File: config.mk
export PLATFORM = sky130hd
export DESIGN_NAME = ptcu_ctrl
export DESIGN_NICKNAME = d
export VERILOG_FILES = /design/src/hw/rtl/per_task_cpu_usage_profiler_top_assert.svh /design/src/hw/rtl/ptcu_pkg.sv /design/src/hw/rtl/ptcu_ctrl.sv
export SDC_FILE = /design/constraint.sdc
export NUM_CORES = 1
export LEC_CHECK = 0
export BUFFER_PORTS_ARGS = -buffer_cell sky130_fd_sc_hd__buf_2
export CELL_PAD_IN_SITES_DETAIL_PLACEMENT = 1
export CELL_PAD_IN_SITES_GLOBAL_PLACEMENT = 1
export CORE_MARGIN = 4
export CORE_UTILIZATION = 30
export DETAILED_ROUTE_END_ITERATION = 10
export GPL_ROUTABILITY_DRIVEN = 0
export PLACE_DENSITY_LB_ADDON = 0.15
export SETUP_SLACK_MARGIN = 0.05
export SYNTH_ARGS = -nofsm -noshare
export SYNTH_HDL_FRONTEND = slang
export SYNTH_SLANG_ARGS = --single-unit
export TNS_END_PERCENT = 5
File: constraint.sdc
create_clock -name clk -period 4.2 [get_ports clk]
set_input_delay 0.84 -clock clk [delete_from_list [all_inputs] [get_ports clk]]
set_output_delay 0.84 -clock clk [all_outputs]
set_load 0.02 [all_outputs]
File: src/hw/rtl/per_task_cpu_usage_profiler_top_assert.svh
// assertion macros for the profiler top level
`ifndef PER_TASK_CPU_USAGE_PROFILER_TOP_ASSERT_SVH
`define PER_TASK_CPU_USAGE_PROFILER_TOP_ASSERT_SVH

// consequent checked in the same cycle
`define PTCU_ASSERT_SAME(lbl, ante, cons, msg) \
    lbl: assert property (@(posedge clk) disable iff (!rst_n) (ante) |-> (cons)) \
        else $error(msg);

// consequent checked in the next cycle
`define PTCU_ASSERT_NEXT(lbl, ante, cons, msg) \
    lbl: assert property (@(posedge clk) disable iff (!rst_n) (ante) |=> (cons)) \
        else $error(msg);

`endif

File: src/hw/rtl/ptcu_pkg.sv
package ptcu_pkg;

    // table size and field widths
    localparam int SLOTS      = 16;
    localparam int SLOT_W     = (SLOTS > 1) ? $clog2(SLOTS) : 1;
    localparam int ID_W       = 32;
    localparam int IDX_W      = 4;
    localparam int SHARE_W    = 14;
    localparam int PROD_W     = ID_W + SHARE_W;
    localparam int IN_DATA_W  = 4 * ID_W;
    localparam int OUT_FLD_W  = IDX_W + ID_W + SHARE_W;
    localparam int OUT_DATA_W = ((OUT_FLD_W + 7) / 8) * 8;

    localparam logic [SHARE_W-1:0] FULL_SCALE  = 14'd10000;
    localparam logic [ID_W-1:0]    STALE_RESET = 32'd10000;

    // datapath operations
    typedef logic [3:0] op_t;
    localparam op_t OP_NONE      = 4'd0;
    localparam op_t OP_LOAD      = 4'd1;
    localparam op_t OP_SCAN_FROM = 4'd2;
    localparam op_t OP_UPD_FROM  = 4'd3;
    localparam op_t OP_SCAN_TO   = 4'd4;
    localparam op_t OP_UPD_TO    = 4'd5;
    localparam op_t OP_STALE     = 4'd6;
    localparam op_t OP_MUL       = 4'd7;
    localparam op_t OP_DIV_START = 4'd8;
    localparam op_t OP_EMIT      = 4'd9;

    typedef logic [SLOT_W-1:0] slot_idx_t;

    typedef struct packed {
        op_t       op;
        slot_idx_t idx;
    } ptcu_cmd_t;

    typedef struct packed {
        logic req_period;
        logic from_nz;
        logic to_nz;
        logic skip_div;
        logic div_done;
        logic out_free;
    } ptcu_stat_t;

endpackage

File: src/hw/rtl/ptcu_ctrl.sv
// sequencer: walks the slots for searches, stale clearing and reports
module ptcu_ctrl
    import ptcu_pkg::*;
(
    input  logic       clk,
    input  logic       rst_n,
    input  logic       in_valid,
    output logic       in_ready,
    input  ptcu_stat_t stat,
    output ptcu_cmd_t  cmd
);

    localparam logic [3:0] ST_IDLE   = 4'd0;
    localparam logic [3:0] ST_DEC    = 4'd1;
    localparam logic [3:0] ST_FSCAN  = 4'd2;
    localparam logic [3:0] ST_FUPD   = 4'd3;
    localparam logic [3:0] ST_TSCAN  = 4'd4;
    localparam logic [3:0] ST_TUPD   = 4'd5;
    localparam logic [3:0] ST_STALE  = 4'd6;
    localparam logic [3:0] ST_MUL    = 4'd7;
    localparam logic [3:0] ST_DSTART = 4'd8;
    localparam logic [3:0] ST_DWAIT  = 4'd9;
    localparam logic [3:0] ST_EMIT   = 4'd10;

    localparam slot_idx_t LAST_SLOT = SLOT_W'(SLOTS - 1);

    logic [3:0] state_reg;
    logic [3:0] state_next;
    slot_idx_t  idx_reg;
    slot_idx_t  idx_next;
    logic       at_last;

    // next state and command
    always_comb
    begin
        state_next = state_reg;
        idx_next   = idx_reg;
        cmd.op     = OP_NONE;
        cmd.idx    = idx_reg;
        at_last    = (idx_reg == LAST_SLOT);
        in_ready   = (state_reg == ST_IDLE);
        unique case (state_reg)
            ST_IDLE:
            begin
                if (in_valid)
                begin
                    cmd.op     = OP_LOAD;
                    idx_next   = '0;
                    state_next = ST_DEC;
                end
            end
            ST_DEC:
            begin
                priority if (stat.req_period)
                    state_next = ST_STALE;
                else if (stat.from_nz)
                    state_next = ST_FSCAN;
                else if (stat.to_nz)
                    state_next = ST_TSCAN;
                else
                    state_next = ST_IDLE;
            end
            ST_FSCAN:
            begin
                cmd.op = OP_SCAN_FROM;
                if (at_last)
                begin
                    idx_next   = '0;
                    state_next = ST_FUPD;
                end
                else
                begin
                    idx_next = idx_reg + 1'b1;
                end
            end
            ST_FUPD:
            begin
                cmd.op     = OP_UPD_FROM;
                state_next = stat.to_nz ? ST_TSCAN : ST_IDLE;
            end
            ST_TSCAN:
            begin
                cmd.op = OP_SCAN_TO;
                if (at_last)
                begin
                    idx_next   = '0;
                    state_next = ST_TUPD;
                end
                else
                begin
                    idx_next = idx_reg + 1'b1;
                end
            end
            ST_TUPD:
            begin
                cmd.op     = OP_UPD_TO;
                state_next = ST_IDLE;
            end
            ST_STALE:
            begin
                cmd.op = OP_STALE;
                if (at_last)
                begin
                    idx_next   = '0;
                    state_next = ST_MUL;
                end
                else
                begin
                    idx_next = idx_reg + 1'b1;
                end
            end
            ST_MUL:
            begin
                cmd.op     = OP_MUL;
                state_next = ST_DSTART;
            end
            ST_DSTART:
            begin
                if (stat.skip_div)
                begin
                    state_next = ST_EMIT;
                end
                else
                begin
                    cmd.op     = OP_DIV_START;
                    state_next = ST_DWAIT;
                end
            end
            ST_DWAIT:
            begin
                if (stat.div_done)
                    state_next = ST_EMIT;
            end
            ST_EMIT:
            begin
                if (stat.out_free)
                begin
                    cmd.op = OP_EMIT;
                    if (at_last)
                    begin
                        idx_next   = '0;
                        state_next = ST_IDLE;
                    end
                    else
                    begin
                        idx_next   = idx_reg + 1'b1;
                        state_next = ST_MUL;
                    end
                end
            end
            default:
            begin
                state_next = ST_IDLE;
            end
        endcase
    end

    // state registers
    always_ff @(posedge clk or negedge rst_n)
    begin
        if (!rst_n)
        begin
            state_reg <= ST_IDLE;
            idx_reg   <= '0;
        end
        else
        begin
            state_reg <= state_next;
            idx_reg   <= idx_next;
        end
    end

endmodule

## Word-level counts from Yosys, hierarchy flattened

Index checks and enable logic that the tools add are counted.

| word-level totals | value |
|---|---|
| input port bits | 9 |
| logic and storage cells | 45 |
| register bits after elaboration | 8 |
| output and inout port bits | 9 |

| cells by class | value |
|---|---|
| reductions and logical operators | 5 |
| add/sub/neg operators | 1 |
| eq/ne operators | 17 |
| muxes and demuxes | 20 |

Operators with widths:

| kind | count |
|---|---|
| 4-bit 2-to-1 mux | 11 |
| 4-bit case mux with 10 select lines | 1 |
| 4-bit case mux with 9 select lines | 1 |
| 4-bit by 3-bit == test with 1-bit output (second input constant) | 4 |
| 4-bit == test (second input constant) | 4 |
| 3-bit 2-to-1 mux | 4 |
| 2-bit inequality test (second input constant) | 6 |
| 4-bit case mux with 3 select lines | 1 |
| 4-bit by 2-bit == test with 1-bit output (second input constant) | 2 |
| 6-bit AND reduction | 1 |
| 4-bit by 1-bit adder with 4-bit output (second input constant) | 1 |
| 4-bit by 1-bit == test with 1-bit output (second input constant) | 1 |
| 4-bit zero test | 1 |
| 3-bit AND reduction | 1 |
| 3-bit nonzero test | 1 |
| 3-bit OR reduction | 1 |
| 2-bit 2-to-1 mux | 1 |
| 1-bit 2-to-1 mux | 1 |

## Logic depth before layout (Yosys ltp)

| depth | value |
|---|---|
| depth after elaboration | 4 |
| depth in mapped cells | 5 |
| depth with buffers taken out | 5 |

## Worst setup path before layout

No wires, ideal clock.

| timing | value |
|---|---|
| kind | input to output |
| from | input port in_valid |
| to | output port cmd[4] in the netlist's numbering |
| path buffers | 0 |
| setup slack | 1,950 ps |
| arrival | 1,410 ps |
| required time | 3,360 ps |
| stages | 3 |
| path through | and2_1 -> mux2i_1 -> o22ai_1 |

RTL lines:

| what | RTL line | text |
|---|---|---|
| start, declared | ptcu_ctrl.sv:7 | `input logic in_valid,` |
| end, declared | ptcu_ctrl.sv:10 | `output ptcu_cmd_t cmd` |

==> results.json <==
{
  "status": "complete, no violations",
  "preCtsSetupSlack_ns": 1.856,
  "ys_seq_area_share_pct": 31.37,
  "critPathMaxStageDelay_ns": 0.72,
  "critPathCaptureType": "output pin",
  "via_count": 626,
  "syn_inst": 75,
  "ys.flop_type": "dfrtp_1",
  "grt_pass1_wl_mm": 2.780,
  "max_cap_viol_count": 0,
  "fill_cells": 250,
  "crit_slowest_cell": "dfrtp_1",
  "multi_input_area_um2": 400.4,
  "route.detailed.drc": 0,
  "layout-drive-gt1-share_pct": 26.37,
  "fin_nets": 103,
  "worstSkewPairLatency_ns": 0.25,
  "seq_area_um2": 200.2,
  "pin_count": 18,
  "cts_max_level": 1,
  "die_height_um": 54.12,
  "grt_pass1_vias": 598,
  "post_cts_buffers": 0,
  "crit_required_ns": 3.36,
  "diodes": 0,
  "wire_per_inst_um": 14.28,
  "cts_buffer_depth": 2,
  "fp.dieW_um": 54.12,
  "finClkSkew_ns": 0.001802,
  "cts_root_buffer": "clkbuf_4",
  "antenna_left": 0,
  "hold_viol": 0,
  "drtIter0Drc": 3,
  "synth_nets": 85,
  "cp_top_family": "flip-flops",
  "timing.final.crit_share_pct": 62.95,
  "relSlewSlack_pct": 60.03,
  "drv_slew": 0,
  "path_buf_inv": 1,
  "max_freq_ghz": 0.3782,
  "worstPathArrival_ns": 1.80,
  "yosysUniqueCellTypes": 34,
  "gr-total-overflow": 0,
  "crit_chain": "nor2b_1 > a31oi_1 > o22ai_1 > buf_2",
  "grt_max_degree": 17,
  "grt_setup_unrepaired": "no",
  "rr_startpoint": "state_reg[3]",
  "clock_sinks": 8,
  "total_power_mw": 0.5383,
  "grtUsageTotal_pct": 13.09,
  "worst-path-max-fanout": 16,
  "p_per_area_nw_per_um2": 711.1,
  "ys_ff_latch": 8,
  "p_leak_nw": 0.3336,
  "numCtsBuffers": 3,
  "synth_async_sr_flop_share_pct": 100.0,
  "dieArea_um2": 2929,
  "critPathLaunch": "state_reg[3]",
  "firstDrtPassIters": 3,
  "cts_tree": "done",
  "clk_pin_slew_worst_paths_ns": 0.05,
  "wl_mm": 1.685,
  "synth_warnings": 0,
  "dp_hpwl_mm": 1.265,
  "period_needed_ns": 2.644,
  "postSynthAreaPerCell_um2": 8.508,
  "worstMarginPinSlew_ns": 0.5995,
  "crit_type": "register to output pin",
  "finalSetupViolations": 0,
  "start_util_pct": 32.20,
  "tns_ns": 0,
  "min_path_type": "input port to asynchronous set/reset pin",
  "areaGrowthSynthToFinish_pct": 18.63,
  "portBuffers": 17,
  "antenna_found_initial": 0,
  "cts.repair.resized": 0,
  "ctsHoldBuffers": 0,
  "coreArea_um2": 1982,
  "fin_ws_ns": 1.556,
  "ir_worst_vdd_uv": 260.6,
  "start_kind": "register",
  "netlist_area_um2": 638.1,
  "vias_per_cell": 5.305,
  "synth_edf_count": 0,
  "rows": 16
}
[Yosys cell counts, types with 2 or more instances]
cell | count | share of area, %
mux2i_1 | 2 | 3.1
nand3_1 | 3 | 2.4
o31ai_1 | 2 | 2.4
nor3b_1 | 2 | 2.4
o2bb2ai_1 | 2 | 2.7
dfrtp_1 | 8 | 31
o21ai_0 | 3 | 2.4
a21oi_1 | 4 | 3.1
nor2_1 | 7 | 4.1
a31oi_1 | 2 | 2.0
o22ai_1 | 2 | 2.0
nand2_1 | 6 | 3.5
inv_1 | 4 | 2.4
nand4b_1 | 2 | 2.7
nor2b_1 | 3 | 2.9
buf_2 | 3 | 2.4
o21ai_1 | 3 | 2.4
[worst register-to-register path: cells and delay by family, from the launching register on]
family | cells | cell delay, ns
and+or+nand+nor | 1 | 0.27
DFF | 1 | 0.59
AOI/OAI and AO/OA | 3 | 0.72
[worst paths after layout]
kind                                     end  slack [ns]  depth (start not counted)
worst max register to register    idx_reg[3]        2.51                          4
max in group asynchronous       state_reg[2]        3.60                          1
worst min-delay path              idx_reg[1]        0.43                          1
min in group clk                  idx_reg[3]        0.53                          1
worst min register to register    idx_reg[3]        0.53                          1
worst max-delay path                  cmd[4]        1.56                          4
[cell type report]
| type | instances | share of cell area [%] |
|---|---|---|
| inverters | 4 | 1.983 |
| well taps | 27 | 4.463 |
| multi-input cells | 59 | 52.89 |
| repair buffers | 17 | 11.24 |
| clock buffers | 3 | 2.975 |
| flip-flops and latches | 8 | 26.45 |
[cells in the final DEF (no fill, tap or decap), drive strengths merged, types with 3 or more instances in the layout]
master  instances
a21oi           4
buf            17
clkbuf          3
dfrtp           8
inv             4
nand2           6
nand3           3
nor2            7
nor2b           3
o21ai           6
o31ai           3
[cell families (layout without fill, tap and decap cells)]
kind of cell	Yosys count	count (layout)	share of synthesized area [%]
flops	8	8	31.37
simple gates	29	29	24.12
fa+ha+maj	1	1	1.960
mux	2	2	3.137
buf+inv	8	24	5.881
compound gates	27	27	33.53
[layer usage]
layer,track usage [%],vias to the layer above,part of all wire (%)
li1,-,312,-
met1,18.73,303,51
met2,18.53,9,44
met3,4.986,2,4.0
met4,2.490,0,0.47
met5,0,-,0
[through the flow]
step / utilization [%] / hold slack [ns] / instances / instance area (um^2)
floorplan: - / 0.5444 / 75 / 638.1
global placement: 37.06 / 0.5220 / 115 / 734.5
detailed placement: 37.06 / 0.5204 / 115 / 734.5
CTS: 38.19 / 0.4247 / 118 / 757.0
global route: 38.19 / 0.4257 / 118 / 757.0
finish: 38.19 / 0.4255 / 118 / 757.0
[where the power goes]
part | internal [mW] | switching (mW)
registers | 0.100 | 0.0783
clock network | 0.0326 | 0.0245
logic | 0.130 | 0.172
(Power assumes the default switching activity.)
